## config.mk

```make
export PLATFORM = sky130hd
export DESIGN_NAME = bsr_back_flat
export DESIGN_NICKNAME = d
export VERILOG_FILES = /design/src/hw/rtl/bsr_pkg.sv /design/src/hw/rtl/bsr_stream_if.sv /design/src/hw/rtl/bsr_back.sv /design/src/flat_wrapper.sv
export SDC_FILE = /design/constraint.sdc
export NUM_CORES = 1
export LEC_CHECK = 0
export ABC_AREA = 1
export BUFFER_PORTS_ARGS = -buffer_cell sky130_fd_sc_hd__buf_2
export CAP_MARGIN = 0
export CORE_ASPECT_RATIO = 2
export CORE_MARGIN = 2
export CORE_UTILIZATION = 55
export DETAILED_ROUTE_END_ITERATION = 8
export PLACE_DENSITY_LB_ADDON = 0.05
export RECOVER_POWER = 50
export SETUP_SLACK_MARGIN = 0.4
export SLEW_MARGIN = 20
export SYNTH_ARGS = -nofsm -noshare
export SYNTH_HDL_FRONTEND = slang
export SYNTH_SLANG_ARGS = --single-unit
```

## constraint.sdc

```tcl
create_clock -name i_clk -period 7.5 [get_ports i_clk]
set_input_delay 0.375 -clock i_clk [delete_from_list [all_inputs] [get_ports i_clk]]
set_output_delay 0.375 -clock i_clk [all_outputs]
set_load 0.05 [all_outputs]
```

## src/hw/rtl/bsr_pkg.sv

```systemverilog
`timescale 1ns / 1ps

package bsr_pkg;

    localparam int IDX_W        = 64;
    localparam int BYTE_W       = 8;
    localparam int ROOM_W       = 7;
    localparam int CNT_W        = 7;
    localparam int DEF_CAPACITY = 64;
    localparam int QUEUE_DEPTH  = 2;

    typedef struct packed {
        logic [IDX_W-1:0]  byte_index;
        logic [BYTE_W-1:0] byte_value;
        logic              has_byte;
        logic              is_final;
        logic [ROOM_W-1:0] free_space;
    } t_in_word;

    typedef struct packed {
        logic              out_valid;
        logic [BYTE_W-1:0] out_byte;
        logic              stream_closed;
        logic [CNT_W-1:0]  pending_count;
        logic              last_of_run;
    } t_out_word;

    // classified item handed from the front to the back
    typedef struct packed {
        logic [IDX_W-1:0]  byte_index;
        logic [BYTE_W-1:0] byte_value;
        logic              has_byte;
        logic              is_final;
        logic [ROOM_W-1:0] room;
        logic [IDX_W-1:0]  end_index;
    } t_cmd;

endpackage

```

## src/hw/rtl/bsr_stream_if.sv

```systemverilog
`timescale 1ns / 1ps

interface bsr_stream_if #(
    parameter type T = logic
) ();
    logic valid;
    logic ready;
    T     data;

    modport source (output valid, output data, input ready);
    modport sink   (input valid, input data, output ready);
endinterface

```

## src/hw/rtl/bsr_back.sv

```systemverilog
`timescale 1ns / 1ps

module bsr_back #(
    parameter int CAPACITY = bsr_pkg::DEF_CAPACITY
) (
    input  logic           i_clk,
    input  logic           i_rst_n,
    input  logic           i_q_valid,
    input  bsr_pkg::t_cmd  i_cmd,
    output logic           o_pop,
    bsr_stream_if.source   o_out
);
    import bsr_pkg::*;

    localparam int SW    = (CAPACITY > 1) ? $clog2(CAPACITY) : 1;
    localparam int SUM_W = ROOM_W + 1;

    typedef enum logic [2:0] {
        S_IDLE,
        S_SCAN,
        S_EMPTY,
        S_RD,
        S_EMIT
    } t_state;

    t_state            r_state;
    logic [BYTE_W-1:0] r_mem [CAPACITY];
    logic [CAPACITY-1:0] r_valid;
    logic [IDX_W-1:0]  r_ne;
    logic [SW-1:0]     r_head;
    logic [SW-1:0]     r_scan;
    logic              r_end_known;
    logic [IDX_W-1:0]  r_end_pos;
    logic [CNT_W-1:0]  r_held;
    logic              r_closed;
    logic              r_fin_closed;
    logic [ROOM_W-1:0] r_room;
    logic [CNT_W-1:0]  r_k;
    logic [BYTE_W-1:0] r_rd_data;
    logic              r_out_valid;
    t_out_word         r_out;

    logic [SW-1:0]     head_inc;
    logic [SW-1:0]     scan_inc;
    logic [IDX_W-1:0]  off;
    logic              in_win;
    logic [SUM_W-1:0]  slot_sum;
    logic [SW-1:0]     slot_w;
    logic              do_store;
    logic [IDX_W-1:0]  ne_fin;
    logic              out_free;
    logic              load_out;
    logic              closed_now;

    always_comb begin
        head_inc = (r_head == SW'(CAPACITY-1)) ? '0 : r_head + 1'b1;
        scan_inc = (r_scan == SW'(CAPACITY-1)) ? '0 : r_scan + 1'b1;

        // window check: next index <= byte index < next index + room
        off    = i_cmd.byte_index - r_ne;
        in_win = (i_cmd.byte_index >= r_ne) && (off[IDX_W-1:ROOM_W] == '0)
                 && (off[ROOM_W-1:0] < i_cmd.room);

        // slot of the byte: head slot plus offset, offset below capacity
        slot_sum = SUM_W'(r_head) + {1'b0, off[ROOM_W-1:0]};
        if (slot_sum >= SUM_W'(CAPACITY)) begin
            slot_sum = slot_sum - SUM_W'(CAPACITY);
        end
        slot_w = slot_sum[SW-1:0];

        o_pop    = (r_state == S_IDLE) && i_q_valid;
        do_store = o_pop && i_cmd.has_byte && !r_closed && in_win && !r_valid[slot_w];

        ne_fin     = r_ne + IDX_W'(r_k);
        closed_now = r_closed || (r_end_known && (ne_fin >= r_end_pos));
        out_free   = !r_out_valid || o_out.ready;
        load_out   = out_free && ((r_state == S_EMPTY) || (r_state == S_EMIT));
    end

    assign o_out.valid = r_out_valid;
    assign o_out.data  = r_out;

    always_ff @(posedge i_clk) begin
        if (do_store) begin
            r_mem[slot_w] <= i_cmd.byte_value;
        end
        if (r_state == S_RD) begin
            r_rd_data <= r_mem[r_head];
        end
    end

    always_ff @(posedge i_clk) begin
        if (!i_rst_n) begin
            r_state     <= S_IDLE;
            r_valid     <= '0;
            r_ne        <= '0;
            r_head      <= '0;
            r_end_known <= 1'b0;
            r_end_pos   <= '0;
            r_held      <= '0;
            r_closed    <= 1'b0;
            r_out_valid <= 1'b0;
        end else begin
            if (load_out) begin
                r_out_valid <= 1'b1;
            end else if (r_out_valid && o_out.ready) begin
                r_out_valid <= 1'b0;
            end

            unique case (r_state)
                S_IDLE: begin
                    if (i_q_valid) begin
                        if (i_cmd.is_final) begin
                            r_end_known <= 1'b1;
                            r_end_pos   <= i_cmd.end_index;
                        end
                        if (do_store) begin
                            r_valid[slot_w] <= 1'b1;
                            r_held          <= r_held + 1'b1;
                        end
                        r_room  <= i_cmd.room;
                        r_k     <= '0;
                        r_scan  <= r_head;
                        r_state <= S_SCAN;
                    end
                end

                // count the in-order run first so every word carries the final closed flag
                S_SCAN: begin
                    if (!r_closed && (r_k != CNT_W'(r_room)) && r_valid[r_scan]) begin
                        r_k    <= r_k + 1'b1;
                        r_scan <= scan_inc;
                    end else begin
                        r_fin_closed <= closed_now;
                        r_state      <= (r_k == '0) ? S_EMPTY : S_RD;
                    end
                end

                S_EMPTY: begin
                    if (out_free) begin
                        r_out.out_valid     <= 1'b0;
                        r_out.out_byte      <= '0;
                        r_out.stream_closed <= r_fin_closed;
                        r_out.pending_count <= r_held;
                        r_out.last_of_run   <= 1'b1;
                        r_closed            <= r_fin_closed;
                        r_state             <= S_IDLE;
                    end
                end

                S_RD: begin
                    r_valid[r_head] <= 1'b0;
                    r_head          <= head_inc;
                    r_ne            <= r_ne + 1'b1;
                    r_held          <= r_held - 1'b1;
                    r_k             <= r_k - 1'b1;
                    r_state         <= S_EMIT;
                end

                S_EMIT: begin
                    if (out_free) begin
                        r_out.out_valid     <= 1'b1;
                        r_out.out_byte      <= r_rd_data;
                        r_out.stream_closed <= r_fin_closed;
                        r_out.pending_count <= r_held;
                        r_out.last_of_run   <= (r_k == '0);
                        if (r_k == '0) begin
                            r_closed <= r_fin_closed;
                            r_state  <= S_IDLE;
                        end else begin
                            r_state <= S_RD;
                        end
                    end
                end

                default: r_state <= S_IDLE;
            endcase
        end
    end

endmodule

```

## src/flat_wrapper.sv

```systemverilog
// flat-port wrapper written by rule: the top's interface ports become plain ports
module bsr_back_flat import bsr_pkg::*;
#(
    parameter int CAPACITY = bsr_pkg::DEF_CAPACITY
)
  (i_clk, i_rst_n, i_q_valid, i_cmd, o_pop, o_out_valid, o_out_data, o_out_ready);
  bsr_stream_if o_out_i ();
  input  logic i_clk;
  input  logic i_rst_n;
  input  logic i_q_valid;
  input  bsr_pkg::t_cmd i_cmd;
  output logic o_pop;
  output wire logic [$bits(o_out_i.valid)-1:0] o_out_valid;
  output wire logic [$bits(o_out_i.data)-1:0] o_out_data;
  input wire logic [$bits(o_out_i.ready)-1:0] o_out_ready;
  assign o_out_valid = o_out_i.valid;
  assign o_out_data = o_out_i.data;
  assign o_out_i.ready = o_out_ready;
  bsr_back #(.CAPACITY(CAPACITY)) u_core (.i_clk(i_clk), .i_rst_n(i_rst_n), .i_q_valid(i_q_valid), .i_cmd(i_cmd), .o_pop(o_pop), .o_out(o_out_i));
endmodule
```

# Word-level counts from Yosys, hierarchy flattened
# Index checks and enable logic that the tools add are counted.
[op_classes]
magnitude_cmp = 9
n_bitwise = 4
n_addsub = 9
reduce_logical = 37
mux = 36
eq_ne = 14
[ops]
columns = ["op", "n"]
rows = [
  [">= comparator 64 bit", 2],
  ["two-way mux 64 bit", 2],
  ["case mux 64 bit (2 select lines)", 1],
  ["adder 64 x 1 -> 64 bit (second input constant)", 1],
  ["adder 64 x 7 -> 64 bit", 1],
  ["bitwise AND 64 bit", 1],
  ["NOT 64 bit", 1],
  ["bitwise OR 64 bit", 1],
  ["subtractor 64 bit", 1],
  ["logical NOT 57 bit", 1],
  ["two-way mux 6 bit", 5],
  ["less-than comparator 6 x 7 -> 1 bit (second input constant)", 3],
  ["case mux 7 bit (3 select lines)", 1],
  ["AND reduction 4 bit", 5],
  ["case mux 3 bit (5 select lines)", 1],
  ["logical AND 1 bit", 14],
  ["two-way mux 7 bit", 2],
  ["adder 6 x 1 -> 6 bit (second input constant)", 2],
  ["binary-select mux 1 bit (select 6 bit)", 2],
  ["demux 1 bit (select 6 bit)", 2],
  ["== test 6 bit (second input constant)", 2],
  [">= comparator 6 x 1 -> 1 bit (second input constant)", 2],
  ["two-way mux 1 bit", 12],
  ["two-way mux 3 bit", 4],
  ["other kinds (23)", 40],
]
[totals]
input_bits = 149
output_inout_bits = 3
reg_bits = 226
elab_cells = 122

# Logic depth before layout (Yosys ltp)
[logic_depth]
word_depth = 12
mapped_depth = 27
depth_no_buf = 26

# Worst setup path before layout
# No wires, ideal clock.
[synth_timing]
path_kind = "reg-to-reg"
startpoint = "register u_core.r_k[2]"
endpoint = "register u_core.r_fin_closed, data pin"
period_less_slack_ps = 3872
setup_ps = 128
path_stages_with_launch = 26
arrival_ps = 3744
path_slack_ps = 3628
required_time_ps = 7372
path_buffers = 0
path_cell_list = "edfxtp_1 -> ha_1 -> nand2_1 -> nor2_1 -> a211oi_1 -> o21ai_1 -> nand3_1 -> nand2_1 -> inv_1 -> nor2_1 -> inv_1 -> nor2_2 -> inv_1 -> nor2_2 -> nand2_1 -> nor2_1 -> nand2_1 -> xor2_1 -> ha_1 -> nand2_1 -> nor3_1 -> nor4b_1 -> and3_1 -> nand4_1 -> nand3_1 -> a21o_1"
[synth_via]
elab_chain_cells = 4
[synth_lines]
columns = ["item", "line_no", "rtl"]
rows = [
  ["start: declaration", "bsr_back.sv:38", "logic [CNT_W-1:0] r_k;"],
  ["start signal: assignment", "bsr_back.sv:131", "r_k <= r_k + 1'b1;"],
  ["start signal: assignment", "bsr_back.sv:156", "r_k <= r_k - 1'b1;"],
  ["adder 64 x 7 -> 64 bit", "bsr_back.sv:74", "ne_fin = r_ne + IDX_W'(r_k);"],
  [">= comparator 64 bit", "bsr_back.sv:75", "closed_now = r_closed || (r_end_known && (ne_fin >= r_end_pos));"],
  ["logical AND 1 bit", "bsr_back.sv:75", ""],
  ["logical OR 1 bit", "bsr_back.sv:75", ""],
  ["via u_core.closed_now", "bsr_back.sv:53", "logic closed_now;"],
  ["end signal: assignment", "bsr_back.sv:134", "r_fin_closed <= closed_now;"],
  ["end: declaration", "bsr_back.sv:36", "logic r_fin_closed;"],
]
# The timed path passes the listed nets, and every way through them passes these cells.
# A chain may end at the register's enable or synchronous reset.

# Final worst setup path
[layout_timing]
startpoint = "register u_core.r_k[1]"
endpoint = "register u_core.r_fin_closed, data pin"
# Same word-level chain as after synthesis.

==> impl_metrics.csv <==
group,metric,value,unit
status,status,"finished, violations left",
status,violations,"capacitance limit, slew limit",
synthesis,synth_edf_count,22,
timing,slew_violations,150,
global_route,grt_pass1_vias,24200,
timing,rsz0062_at_grt,"no",
timing,hold_viol_final,0,
clock_network,cts_setup_buffers,0,
global_route,grt_remaining_overflow,0,
synthesis,yosys_warnings,0,
floorplanning,io_pins,152,
cells_and_area,final_common_cell,"nand2_1",
timing,period_needed,5670,ps
power,vdd_drop_max,0.000168,V
power,power_leakage,0.0112,uW
global_route,grt_max_degree,165,
routing,avgRoutedWirePerCell,21.4,microns
timing,finalSetupViolations,0,
routing,drtAntennaViolNets,0,
placed_design,placed_cell_area,22600,sq um
cells_and_area,final_core_util,60.6,%
worst_setup_path,start_kind,"flop",
placed_design,gp_congestion,1.07,
power,powerDensity,214,nW/um^2
floorplanning,initial_utilization,55.6,%
synthesis,yosys-top-cells-area,"dfxtp_1 19%, nand2_1 16%, inv_1 11%, ha_1 9.0%, o21ai_0 7.1%",
timing,fin_ws,1830,ps
timing,max-slew-margin-rel,-193,%
clock_network,cts.htree.levels,1,
synthesis,yosys_most_used_dff,"dfxtp_1",
cells_and_area,area.growth.synth_to_final,8.91,%
routing,drt_pass1_iterations,7,
floorplanning,die_area,40800,sq um
placed_design,io_buffer_count,143,
clock_network,cts_tree,"done",
job,cap_viol_max_count,2,
cells_and_area,final_area,23400,sq um
synthesis,avgSynthCellArea,5.85,sq um
placed_design,place_hpwl,71.1,mm
global_route,use_met2,73.3,%
synthesis,yosysSeqAreaShare,22.1,%
synthesis,async_reset_ff_share,0,%
clock_network,clk_latency,580,ps
timing,hold-worst-slack,58.2,ps
routing,drc,0,
floorplanning,die_x,144,microns
global_route,globalRouteMet1Util,42.0,%
worst_setup_path,endpoint_kind,"flop",
worst_setup_path,required,7790,ps
cells_and_area,layout_common_cells,"904 x nand2_1, 662 x inv_1, 399 x nor2_1, 303 x o21ai_0, 296 x a21oi_1",
cells_and_area,drive_above_1_share,6.76,%
timing,clock_skew,31.0,ps
worst_hold_path,min_path_type,"in2reg",
clock_network,post_cts_resized,0,
worst_setup_path,crit_arrival,5960,ps
global_route,track_usage,45.6,%
synthesis,synth_top_area_share,19.0,%
synthesis,syn_area,21500,sq um
worst_setup_path,worst-setup-path-type,"reg2reg",
routing,wirelength,92.4,mm
clock_network,ctsHoldBuffers,0,
synthesis,synth_cell_type_count,52,
floorplanning,coreArea,38700,sq um
synthesis,synth_top_cell_by_area,"dfxtp_1",
global_route,grt_pass1_wl,139,mm
floorplanning,floorplan.rows,102,
synthesis,syn_nets,3984,
cells_and_area,fin_nets,4076,
synthesis,synthCells,3677,
synthesis,synth-seq-cells,226,
cells_and_area,fill_cells,3895,
timing,tightest_slew,4400,ps
worst_setup_path,crit_fanout,6,
timing,tns,0,ps
clock_network,clk_pin_slew_worst_paths,60,ps
global_route,antenna_found_initial,6,
floorplanning,die_y,284,microns
clock_network,cts_buffers,24,
clock_network,cts_sinks,226,
timing,fin_crit_sh,75.7,%
clock_network,cts_root_buf,"clkbuf_16",
routing,viasPerCell,5.86,
clock_network,cts.path.max_buffers,3,
routing,route.vias.total,25300,
timing,fmax,176,MHz
global_route,grt.busiest_layer,"met2",
global_route,use_met3,16.1,%
placed_design,dp_slack,2210,ps
routing,drt_iter0_drc,2130,
## metal layers
layer / part of all wire, % / vias to the layer above
met4: 14 / 2
li1: - / 11900
met2: 47 / 1433
met1: 31 / 11300
met5: 0.014 / -
met3: 8.6 / 638
## registers in the layout (all words and copies together) (netlist names), 3 cells and up
name and cells:
u_core.r_valid 64, u_core.r_k 7, u_core.r_state 3, u_core.r_head 6, u_core.r_ne 64, u_core.r_end_pos 64
u_core.r_scan 6, u_core.r_room 7
## worst max-delay path, cell delays in order (launching register included)
cell,delay [ps]
edfxtp_1,500
inv_1,240
fa_1,500
inv_1,70
a31oi_1,120
o21ai_0,290
a21oi_1,140
nor2_1,420
nand2_1,270
nor2_1,240
nand2_1,90
xor2_1,340
ha_1,320
nand2_1,90
nor2_1,50
a211oi_1,180
o2111ai_1,140
a221oi_1,500
nand3_1,540
a21o_1,360
## path summary, 6_finish.rpt
check,startpoint,end,slack [ps],cells after the start
max reg2reg,u_core.r_k[1],u_core.r_fin_closed,1830,19
min,i_cmd[64],u_core.r_room[0],60,1
min reg2reg,u_core.r_end_pos[48],u_core.r_end_pos[48],460,2
max,u_core.r_k[1],u_core.r_fin_closed,1830,19
## synthesized netlist by cell type (17+ instances only)
master    number
a21oi_1      296
clkbuf_1      62
dfxtp_1      204
edfxtp_1      22
ha_1         154
inv_1        659
inv_2         25
nand2_1      905
nand3_1      176
nand4_1       56
nor2_1       397
nor3_1        95
nor4_1        27
o21ai_0      304
o22ai_1       17
xnor2_1       19
xor2_1        85
## cell families (layout without fill, tap and decap cells)
| group | after synthesis | after routing | share of synthesized area (%) |
|---|---|---|---|
| AND/OR/NAND/NOR | 1710 | 1710 | 33.3 |
| buffers and inverters | 790 | 900 | 14.2 |
| AO/OA/AOI/OAI | 688 | 688 | 16.8 |
| flip-flops | 226 | 226 | 22.1 |
| adder cells (fa/ha/maj) | 158 | 158 | 9.33 |
| XOR/XNOR | 105 | 105 | 4.31 |
| other | 0 | 6 | 0 |
## power breakdown
group          switching [uW]  internal (uW)  leakage (uW)  total, uW
clock                     581            665      0.000379       1250
combinational            1540            636       0.00901       2180
sequential                164           1430       0.00186       1590
## stage by stage
stage | power [uW] | instances
after global routing | 5270 | 4308
after global placement | 3500 | 4259
final | 5010 | 4313
after CTS | 4820 | 4303
after floorplan | 2930 | 3677
after detailed placement | 3580 | 4259
## final cells by class
| class | count | area, sq um | share of cell area [%] |
|---|---|---|---|
| antenna | 6 | 15.0 | 0.0641 |
| timing repair buffer | 160 | 857 | 3.66 |
| clock inverter | 17 | 159 | 0.678 |
| clock buffer | 27 | 642 | 2.74 |
| tap | 520 | 651 | 2.78 |
| multi-input combinational | 2661 | 13700 | 58.7 |
| sequential | 226 | 4740 | 20.2 |
| inverter | 696 | 2620 | 11.2 |
Note: power is estimated with default switching activity, not from simulation.
