`src/hw/rtl/bsr_pkg.sv`:
```
`timescale 1ns / 1ps

package bsr_pkg;

    localparam int IDX_W        = 64;
    localparam int BYTE_W       = 8;
    localparam int ROOM_W       = 7;
    localparam int CNT_W        = 7;
    localparam int DEF_CAPACITY = 64;
    localparam int QUEUE_DEPTH  = 2;

    typedef struct packed {
        logic [IDX_W-1:0]  byte_index;
        logic [BYTE_W-1:0] byte_value;
        logic              has_byte;
        logic              is_final;
        logic [ROOM_W-1:0] free_space;
    } t_in_word;

    typedef struct packed {
        logic              out_valid;
        logic [BYTE_W-1:0] out_byte;
        logic              stream_closed;
        logic [CNT_W-1:0]  pending_count;
        logic              last_of_run;
    } t_out_word;

    // classified item handed from the front to the back
    typedef struct packed {
        logic [IDX_W-1:0]  byte_index;
        logic [BYTE_W-1:0] byte_value;
        logic              has_byte;
        logic              is_final;
        logic [ROOM_W-1:0] room;
        logic [IDX_W-1:0]  end_index;
    } t_cmd;

endpackage

```
`src/hw/rtl/bsr_queue.sv`:
```
`timescale 1ns / 1ps

module bsr_queue (
    input  logic           i_clk,
    input  logic           i_rst_n,
    input  logic           i_push,
    input  bsr_pkg::t_cmd  i_cmd,
    input  logic           i_pop,
    output logic           o_full,
    output logic           o_valid,
    output bsr_pkg::t_cmd  o_cmd
);
    import bsr_pkg::*;

    localparam int PTR_W = (QUEUE_DEPTH > 1) ? $clog2(QUEUE_DEPTH) : 1;

    t_cmd             r_entry [QUEUE_DEPTH];
    logic [PTR_W-1:0] r_wr_ptr;
    logic [PTR_W-1:0] r_rd_ptr;
    logic [PTR_W:0]   r_count;

    assign o_full  = (r_count == (PTR_W+1)'(QUEUE_DEPTH));
    assign o_valid = (r_count != '0);
    assign o_cmd   = r_entry[r_rd_ptr];

    always_ff @(posedge i_clk) begin
        if (i_push) begin
            r_entry[r_wr_ptr] <= i_cmd;
        end
    end

    always_ff @(posedge i_clk) begin
        if (!i_rst_n) begin
            r_wr_ptr <= '0;
            r_rd_ptr <= '0;
            r_count  <= '0;
        end else begin
            if (i_push) begin
                r_wr_ptr <= (r_wr_ptr == PTR_W'(QUEUE_DEPTH-1)) ? '0 : r_wr_ptr + 1'b1;
            end
            if (i_pop) begin
                r_rd_ptr <= (r_rd_ptr == PTR_W'(QUEUE_DEPTH-1)) ? '0 : r_rd_ptr + 1'b1;
            end
            unique case ({i_push, i_pop})
                2'b10:   r_count <= r_count + 1'b1;
                2'b01:   r_count <= r_count - 1'b1;
                default: r_count <= r_count;
            endcase
        end
    end

endmodule

```
`config.mk`:
```
export PLATFORM = sky130hd
export DESIGN_NAME = bsr_queue
export DESIGN_NICKNAME = d
export VERILOG_FILES = /design/src/hw/rtl/bsr_pkg.sv /design/src/hw/rtl/bsr_queue.sv
export SDC_FILE = /design/constraint.sdc
export NUM_CORES = 1
export LEC_CHECK = 0
export ABC_AREA = 1
export ABC_CLOCK_PERIOD_IN_PS = 7800
export CAP_MARGIN = 10
export CORE_MARGIN = 1.5
export CORE_UTILIZATION = 48
export DETAILED_ROUTE_END_ITERATION = 10
export DONT_BUFFER_PORTS = 1
export PLACE_DENSITY = 0.76
export SLEW_MARGIN = 20
export SYNTH_ARGS = -nofsm -noshare
export SYNTH_HDL_FRONTEND = slang
export SYNTH_SLANG_ARGS = --single-unit
```
`constraint.sdc`:
```
create_clock -name i_clk -period 7.8 [get_ports i_clk]
set_input_delay 1.56 -clock i_clk [delete_from_list [all_inputs] [get_ports i_clk]]
set_output_delay 1.56 -clock i_clk [all_outputs]
set_load 0.02 [all_outputs]
```
* After elaboration in Yosys (flattened, before gate mapping)
Memory sizes are Yosys's and may differ from the RTL's. A register that Yosys moved wholly into a read port is not among the register bits. Cells that the tools add are included.
Operators by class: add/sub/neg operators 4, reduce and logical (&&, ||, !) cells 2, multiplexer cells 7, eq/ne operators 3
Operator list (number):
- 1-bit 2-to-1 mux | 6
- 2-bit == test, second input constant | 2
- 2-bit case mux with 2 select lines | 1
- 2-bit nonzero test | 2
- 1-bit adder, second input constant | 2
- 2-bit by 1-bit adder with 2-bit output, second input constant | 1
- 2-bit by 1-bit == test with 1-bit output, second input constant | 1
- 2-bit by 1-bit subtractor with 2-bit output, second input constant | 1
Storage, ports and cells: memory bits (writable) 290, memories 1, bits in registers 4, output and inout port bits 147
Memory list:
- r_entry | words 2, bits a word 145, read ports 1, clocked after Yosys merged registers in 1, write ports 1, line bsr_queue.sv:17 | t_cmd r_entry [QUEUE_DEPTH];

* Logic depth before layout (Yosys ltp)
Gate-level depths: netlist of the first run.
depth after elaboration 4, depth in mapped cells 7

* Least setup slack after synthesis of the first run
OpenSTA, ideal clock, no wires.
path kind input -> register, from input i_push, to memory r_entry[0][0] in the netlist's numbering, enable pin, setup time 0.655 ns, slack -0.546 ns, stages 2, path buffers 0, arrival 7.690 ns, path through inv_1 > nor2_1
Between the ends: longest elaborated chain between the ends 2
Ends and longest elaborated chain:
- from (decl) | line bsr_queue.sv:6 | input logic i_push,
- 1-bit 2-to-1 mux | line bsr_queue.sv:27 | if (i_push) begin
- 1-bit 2-to-1 mux (not written as such) | line bsr_queue.sv:28 | r_entry[r_wr_ptr] <= i_cmd;
- to (decl) | line bsr_queue.sv:17
No other way between the ends.

==> results.json, run 1 <==
{
  "clock_latency_ns": 0.53,
  "grt_overflow": 0,
  "fin_crit_sh": 0.5592,
  "place_congestion": 0.7754,
  "antenna_found_initial": 0,
  "htree_levels": 1,
  "drc": 0,
  "cts_buffer_depth": 3,
  "cap_violations": 0,
  "worstSetupEndpointType": "output pin",
  "syn-instance-count": 486,
  "drive_gt1_frac": 0.3731,
  "fp.dieH_microns": 153.6,
  "initial_core_util": 0.4939,
  "hpwl_microns": 12410,
  "crit_type": "flop to output pin",
  "coreArea_sq_um": 22030,
  "period_needed_ns": 4.362,
  "cts_resized": 0,
  "register_area_sq_um": 8812,
  "whs_ns": 0.5053,
  "dp_cells": 755,
  "seq_area_frac_synth": 0.8097,
  "grt_pass1_vias": 4625,
  "final_nets": 656,
  "critical_path_required_ns": 6.24,
  "grt_first_pass_wirelength_microns": 27330,
  "rsz0062_at_grt": "false",
  "drt_iter0_drc": 216,
  "grt_use_total": 0.1525,
  "mostFrequentLayoutCells": "290 x edfxtp_1, 95 x mux2_2, 50 x mux2_4",
  "routed_wl_microns": 18490,
  "postRouteAntennaNets": 0,
  "multiInputGateArea_sq_um": 1932,
  "cts_made_buffers": 29,
  "synth_warnings": 0,
  "ios": 296,
  "worst_slew_pin_slew_ns": 1.008,
  "path_clk_slew_ns": 0.06,
  "synth_fp_nets": 636,
  "synth-seq-cells": 295,
  "tns_ns": 0,
  "clock_skew_ns": 0.02044,
  "area_delta_synth_final_pct": 11.08,
  "drt_pass1_iterations": 4,
  "p_leak_uw": 0.004057,
  "diodes": 0,
  "maxSlewHeadroom": 0.3277,
  "synth_area_sq_um": 10880,
  "cts.sink_count": 295,
  "arrival_ns": 2.80,
  "status": "finished clean",
  "max-vdd-ir-drop_mv": 0.2217,
  "instances_no_fill": 808,
  "via_per_inst": 5.321,
  "finalHoldViolCount": 0,
  "grt_max_degree": 92,
  "post-cts-setup-buffers": 0,
  "max_freq_mhz": 229.3,
  "powerDensity_nw_per_um2": 286.1,
  "cts_hold_buf": 0,
  "synth.distinct_cells": 13,
  "io_buffers": 0,
  "cts_tree": "yes",
  "min_path_type": "flop to flop",
  "setup_viol": 0,
  "final_common_cell": "edfxtp_1",
  "vias": 4299,
  "root_buffer": "clkbuf_16",
  "cp_max_fo": 73,
  "fill_cells": 1643,
  "slew_violations": 0,
  "rows": 54,
  "syn_area_per_cell_sq_um": 22.39,
  "die_x_microns": 153.6,
  "die_area_sq_um": 23580,
  "cp-start-kind": "flop",
  "wl_per_cell_microns": 22.89
}
[worst paths after layout]
path	depth (start not counted)	start	slack, ns	to
setup reg to reg	3	r_wr_ptr	5.44	r_entry[1][128]
hold / removal	2	r_rd_ptr	0.51	flop
setup / recovery	2	flop	3.44	o_cmd[134]
hold reg to reg	2	r_rd_ptr	0.51	flop
[synthesized netlist by cell type]
cell / count / area share
a21oi_1: 1 / 0.00046
buf_2: 9 / 0.0041
buf_6: 7 / 0.0072
dfxtp_1: 5 / 0.0092
edfxtp_1: 290 / 0.80
ha_1: 1 / 0.0011
inv_1: 6 / 0.0021
mux2_2: 95 / 0.098
mux2_4: 50 / 0.069
nand2_1: 9 / 0.0031
nand4_1: 1 / 0.00058
nor2_1: 11 / 0.0038
o21ai_0: 1 / 0.00046
[flip-flops by register name, indices dropped and copies added (netlist names), named ones only]
signal / count
r_rd_ptr: 1
r_wr_ptr: 1
r_count: 2
r_entry: 290
[report_power, final]
group | total, uW | internal, uW | switching [uW] | leakage (uW)
clock | 1320 | 784 | 535 | 0.000447
sequential | 1870 | 1840 | 31.3 | 0.00276
combinational | 269 | 90.7 | 178 | 0.000846
total | 3460 | 2710 | 744 | 0.00406
[per-stage QoR]
| stage | setup WS (ns) | total power (uW) | utilization | area [sq um] |
|---|---|---|---|---|
| after floorplan | 1.991 | 2140 | - | 10880 |
| after global placement | 3.717 | 2166 | 0.5066 | 11160 |
| after detailed placement | 3.636 | 2177 | 0.5066 | 11160 |
| after CTS | 3.050 | 3501 | 0.5485 | 12080 |
| after global routing | 3.224 | 3580 | 0.5486 | 12080 |
| final | 3.438 | 3457 | 0.5486 | 12080 |
[cell type report]
cell class | count | area share
Inverter | 6 | 0.002278
Clock inverter | 16 | 0.01367
Multi-Input combinational cell | 169 | 0.1599
Sequential cell | 295 | 0.7292
Timing Repair Buffer | 5 | 0.003417
Tap cell | 280 | 0.02899
Clock buffer | 37 | 0.06254
[cells by family after synthesis]
kind of cell / synth area share
multiplexers: 0.1673
buffers and inverters: 0.01346
AO/OA/AOI/OAI: 0.0009192
AND/OR/NAND/NOR: 0.007476
adder cells (fa/ha/maj): 0.001150
flip-flops: 0.8097
[worst max-delay path: stages (launching register included)]
cell and delay [ns]:
dfxtp_4 0.99, buf_6 0.74, mux2_2 0.48
[per-layer routing]
| layer | share of wire | vias up | GRT usage | routed length [microns] |
|---|---|---|---|---|
| met5 | 0 | - | 0 | 0 |
| met4 | 0.028 | 0 | 0.04762 | 521 |
| met3 | 0.13 | 35 | 0.08258 | 2473 |
| met2 | 0.50 | 237 | 0.2631 | 9166 |
| met1 | 0.34 | 2078 | 0.1595 | 6331 |
| li1 | - | 1949 | - | - |
No activity file was read; power rests on OpenSTA's default activity.
==> run 2: changes to the inputs <==
--- a/config.mk
+++ b/config.mk
@@ -6,7 +6,7 @@
 export NUM_CORES = 1
 export LEC_CHECK = 0
 export ABC_AREA = 1
-export ABC_CLOCK_PERIOD_IN_PS = 7800
+export ABC_CLOCK_PERIOD_IN_PS = 3530
 export CAP_MARGIN = 10
 export CORE_MARGIN = 1.5
 export CORE_UTILIZATION = 48
==> constraint.sdc (replaced) <==
create_clock -name i_clk -period 3.53 [get_ports i_clk]
set_input_delay 0.706 -clock i_clk [delete_from_list [all_inputs] [get_ports i_clk]]
set_output_delay 0.706 -clock i_clk [all_outputs]
set_load 0.02 [all_outputs]
==> run 2 against run 1 <==
Routed wire length is 1.2% lower. Count of clock-buffer cells in the layout is 5 lower. Total power is 110% higher. Largest cell class unchanged. Critical path depth stayed put. Largest power group unchanged.
==> results.json, run 2 (synthesis results as in run 1) <==
{
  "status": "finished clean",
  "sw_frac_of_total": 0.2163,
  "diodes": 0,
  "cts_tree": "yes",
  "die_area_sq_um": 23580,
  "pwr-share-seq": 0.571,
  "top_register": "r_entry",
  "hold_path_depth": 0,
  "initial_core_util": 0.4939,
  "stdcell_area_sq_um": 11940,
  "pwr-share-clk": 0.342,
  "timing.rr.end": "r_entry[1][59]",
  "reg.largest.list": "r_entry (290), r_count (2)",
  "cts.sink_count": 295,
  "drc": 0,
  "cts_buffer_depth": 3,
  "place_congestion": 0.7304,
  "htree_levels": 1,
  "utilization": 0.5423,
  "postRouteAntennaNets": 0,
  "max_freq_mhz": 393.8,
  "antenna_found_initial": 0,
  "hpwl_microns": 12190,
  "ios": 296,
  "fin_crit_sh": 0.7193,
  "cp_max_fo": 75,
  "clock_latency_ns": 0.52,
  "max-vdd-ir-drop_mv": 0.4868,
  "path_cells": "buf_12 -> mux2_2",
  "post-cts-setup-buffers": 0,
  "worst-r2r-cell-count": 3,
  "grtUsageMet3": 0.07356,
  "maxSlewHeadroom": 0.4332,
  "p_leak_uw": 0.003978,
  "grt_pass1_vias": 4648,
  "busiest_layer": "met2",
  "slowest_stage": "mux2_2",
  "use_met2": 0.2592,
  "rsz0062_at_grt": "false",
  "fp.dieH_microns": 153.6,
  "power_frac_comb": 0.088,
  "rrSetupSlack_ns": 1.60,
  "worstSetupEndpointType": "output pin",
  "coreArea_sq_um": 22030,
  "cts_resized": 0,
  "min_path_type": "input port to flop",
  "routed_wl_microns": 18270,
  "cts_made_buffers": 27,
  "placed_area_sq_um": 11230,
  "use_met1": 0.1571,
  "clock_skew_ns": 0.01842,
  "finalHoldViolCount": 0,
  "die_x_microns": 153.6,
  "holdPathEnd": "r_entry[0][68]",
  "drt_iter0_drc": 249,
  "cap_violations": 0,
  "cp-start-kind": "flop",
  "grt_max_degree": 82,
  "worstReg2RegStart": "r_wr_ptr",
  "crit_type": "flop to output pin",
  "grt_overflow": 0,
  "slew_violations": 0,
  "arrival_ns": 1.83,
  "area_delta_synth_final_pct": 9.788,
  "mostFrequentLayoutCells": "290 x edfxtp_1, 95 x mux2_2, 50 x mux2_4",
  "path_clk_slew_ns": 0.06,
  "root_buffer": "clkbuf_16",
  "critPathMaxStageDelay_ns": 0.47,
  "tns_ns": 0,
  "drt_pass1_iterations": 4,
  "worst_slew_pin_slew_ns": 0.8502,
  "io_buffers": 0,
  "holdCritStartpoint": "i_cmd[68]",
  "drive_gt1_frac": 0.3567,
  "setup_viol": 0,
  "powerDensity_nw_per_um2": 602.0,
  "cts_hold_buf": 0,
  "final_nets": 655,
  "vias": 4338,
  "grt_first_pass_wirelength_microns": 27010,
  "power_uw": 7191,
  "final_common_cell": "edfxtp_1",
  "wl_per_cell_microns": 23.04,
  "rows": 54,
  "largest_reg_flops": 290,
  "via_per_inst": 5.470,
  "critical_path_required_ns": 2.82,
  "p_sw_uw": 1555,
  "period_needed_ns": 2.539,
  "grt_use_total": 0.1497,
  "intPower_uw": 5635
}
-- run 2: final cells by class --
class / count / area, sq um
Fill cell: 1630 / 10080
Multi-Input combinational cell: 169 / 1932
Inverter: 6 / 26.28
Clock buffer: 32 / 694.4
Sequential cell: 295 / 8812
Clock inverter: 5 / 21.27
Tap cell: 280 / 350.3
Timing Repair Buffer: 6 / 107.6
-- run 2: stage by stage --
stage	instances	worst slack [ns]	hold slack, ns
6_report	793	0.9909	0.2745
3_5_place_dp	756	1.258	0.4890
5_1_grt	793	0.9314	0.2505
3_3_place_gp	756	1.320	0.4749
4_1_cts	793	0.9608	0.2462
2_1_floorplan	486	0.1806	0.4635
-- run 2: power by group through the flow --
stage | clock network (uW) | logic, uW | registers (uW)
6_report | 2460 | 630 | 4100
5_1_grt | 2660 | 663 | 4120
4_1_cts | 2540 | 642 | 4110
2_1_floorplan | 0 | 549 | 4170
3_3_place_gp | 0 | 626 | 4170
3_5_place_dp | 0 | 640 | 4180
-- run 2: worst max-delay path: cells and delay by family, from the launching register on --
family                 cells  cell delay [ns]
muxes                      1             0.47
buffers and inverters      1             0.33
DFF                        1             0.37
-- run 2: how the worst max path moves through the flow --
stage / start / endpoint / slack, ns / cells after the start
finish: flop / o_cmd[66] / 0.99 / 2
global route: flop / o_cmd[66] / 0.93 / 2
CTS: flop / o_cmd[59] / 0.96 / 2
detailed placement: i_push / r_entry[1][123] / 1.26 / 3
floorplan: i_push / r_entry[1][0] / 0.18 / 2
global placement: i_push / r_entry[1][128] / 1.32 / 3
-- run 2: metal layers --
layer	up-vias	wire length [microns]
li1	1938	-
met1	2148	6211
met2	215	9198
met3	37	2242
met4	0	617
met5	-	0
==> run 3: changes to the inputs <==
--- a/config.mk
+++ b/config.mk
@@ -6,7 +6,7 @@
 export NUM_CORES = 1
 export LEC_CHECK = 0
 export ABC_AREA = 1
-export ABC_CLOCK_PERIOD_IN_PS = 3530
+export ABC_CLOCK_PERIOD_IN_PS = 2050
 export CAP_MARGIN = 10
 export CORE_MARGIN = 1.5
 export CORE_UTILIZATION = 48
==> constraint.sdc (replaced) <==
create_clock -name i_clk -period 2.05 [get_ports i_clk]
set_input_delay 0.41 -clock i_clk [delete_from_list [all_inputs] [get_ports i_clk]]
set_output_delay 0.41 -clock i_clk [all_outputs]
set_load 0.02 [all_outputs]
==> run 3 against run 2 <==
Flip-flop and latch count unchanged. Register-to-register slack worse by 1.2 ns. Total power up 92%. Routed wire length up 22%. Final cell count up 23%. Largest cell class unchanged. Critical path depth unchanged. First-iteration DRC count up 25%. Count of clock-buffer cells in the layout up 4. Critical path type unchanged. Combinational power rose to 2.5 times the previous value. Highest routed layer unchanged. Design area up 20%. Non-clock buffer count up 165.
==> results.json, run 3 (synthesis results as in run 1) <==
{
  "utilization": 0.6488,
  "pwr-share-seq": 0.513,
  "register_area_sq_um": 8812,
  "cap_violations": 0,
  "reg.largest.list": "r_entry (290), r_count (2)",
  "fp.dieH_microns": 153.6,
  "worstSetupEndpointType": "output pin",
  "die_x_microns": 153.6,
  "grt_pass1_vias": 5719,
  "grt_use_total": 0.1843,
  "path_buf_inv": 1,
  "p_sw_uw": 3018,
  "slew_violations": 0,
  "cts_made_buffers": 29,
  "cts.sink_count": 295,
  "routed_wl_microns": 22200,
  "top_register": "r_entry",
  "grt_max_degree": 89,
  "crit_type": "flop to output pin",
  "instances_no_fill": 972,
  "slowest_stage": "mux2_2",
  "largest_reg_flops": 290,
  "postRouteAntennaNets": 0,
  "drt_iter0_drc": 312,
  "root_buffer": "clkbuf_16",
  "hpwl_microns": 12310,
  "ios": 296,
  "critPathMaxStageDelay_ns": 0.41,
  "dp_cells": 764,
  "power_frac_comb": 0.116,
  "via_per_inst": 5.344,
  "fin_crit_sh": 0.9994,
  "fill_cells": 1419,
  "crit_family": "multiplexers",
  "setup_viol": 0,
  "holdCritStartpoint": "i_rst_n",
  "worstReg2RegStart": "r_wr_ptr",
  "cp_max_fo": 13,
  "rows": 54,
  "cp-start-kind": "flop",
  "pwr-share-clk": 0.371,
  "drive_gt1_frac": 0.3064,
  "max_freq_mhz": 488.1,
  "tns_ns": 0,
  "sw_frac_of_total": 0.2183,
  "clock_skew_ns": 0.009582,
  "clock_latency_ns": 0.52,
  "critical_path_required_ns": 1.64,
  "area_delta_synth_final_pct": 31.36,
  "path_cells": "bufbuf_16 -> mux2_2",
  "multiInputGateArea_sq_um": 2256,
  "maxSlewHeadroom": 0.6647,
  "wl_per_cell_microns": 22.84,
  "vias": 5194,
  "drt_pass1_iterations": 6,
  "die_area_sq_um": 23580,
  "arrival_ns": 1.64,
  "intPower_uw": 10810,
  "worst_slew_pin_slew_ns": 0.5029,
  "min_path_type": "input port to flop",
  "power_uw": 13820,
  "htree_levels": 1,
  "mostFrequentLayoutCells": "290 x edfxtp_1, 147 x dlygate4sd3_1, 132 x mux2_4",
  "path_clk_slew_ns": 0.06,
  "diodes": 0,
  "status": "finished clean",
  "grt_first_pass_wirelength_microns": 33230,
  "place_congestion": 0.7758,
  "cts_tree": "yes",
  "final_nets": 822,
  "antenna_found_initial": 0,
  "coreArea_sq_um": 22030,
  "cts_buffer_depth": 3,
  "drc": 0,
  "rsz0062_at_grt": "true",
  "finalHoldViolCount": 0,
  "grt_overflow": 0,
  "period_needed_ns": 2.049,
  "max-vdd-ir-drop_mv": 1.078,
  "io_buffers": 0,
  "initial_core_util": 0.4939,
  "p_leak_uw": 0.005166,
  "final_common_cell": "edfxtp_1",
  "powerDensity_nw_per_um2": 967.4
}
==> run 3: changes by cell type in the layout (fill, tap and decap cells not counted), moves of 2 or more <==
cell,previous run,this run
buf_12,5,8
clkbuf_1,5,7
dlygate4sd3_1,0,147
bufinv_16,0,4
clkinv_1,3,6
buf_4,1,3
buf_16,0,4
mux2_2,95,13
mux2_4,50,132
buf_6,0,5
buf_8,0,2
clkbuf_16,27,30
==> run 3: area by class of cell <==
cell class / instances / share of cell area
clock buffers: 36 / 0.05262
clock inverters: 15 / 0.01217
inverters: 6 / 0.002714
multi-input cells: 169 / 0.1579
flip-flops and latches: 295 / 0.6166
well taps: 280 / 0.02451
repair buffers: 171 / 0.1335
==> run 3: power by group through the flow <==
stage	combinational (uW)	clock [uW]	sequential, uW
after floorplan	949	0	7180
after global placement	1100	0	7190
after detailed placement	1120	0	7200
after CTS	1580	5210	7080
after global routing	1680	5490	7110
final	1600	5130	7090
==> run 3: worst paths after layout <==
path                            cells past startpoint              end  slack [ns]
worst max-delay path                                2        o_cmd[31]       0.001
worst min-delay path                                2       r_count[0]        0.03
worst max register to register                      3  r_entry[1][144]        0.45
worst min register to register                      2             flop        0.51
==> run 3: what timing repair did <==
| action | CTS | global route |
|---|---|---|
| setup endpoints to repair | 126 | 143 |
| hold buffers | 147 | 0 |
| gates resized for setup | 84 | 11 |
| cloned | 4 | 1 |
| hold endpoints to repair | 293 | 0 |
| setup buffers | 5 | 0 |
==> run 3: worst register-to-register path, stage by stage, from the launching register on <==
cell        delay (ns)
dfxtp_1           0.48
nand2_8           0.07
clkinvlp_4        0.31
buf_12            0.35
==> run 3: routing by layer <==
layer  share of wire  vias up  global-route usage  wire length (microns)
met5               0        -                   0                      0
met4           0.023        0             0.06334                    511
met3           0.090       36             0.05609                   1988
met2            0.52      273              0.3264                  11470
met1            0.37     2592              0.2128                   8223
li1                -     2293                   -                      -
==> run 3: metrics by stage <==
step	instance area, sq um	setup slack (ns)	hold WS [ns]
after global routing	14290	-0.06848	0.02634
after floorplan	10920	-0.9386	0.4635
after global placement	11350	0.3698	0.4804
after detailed placement	11350	0.3576	0.4827
after CTS	14220	-0.04946	0.0002901
final	14290	0.001229	0.02996
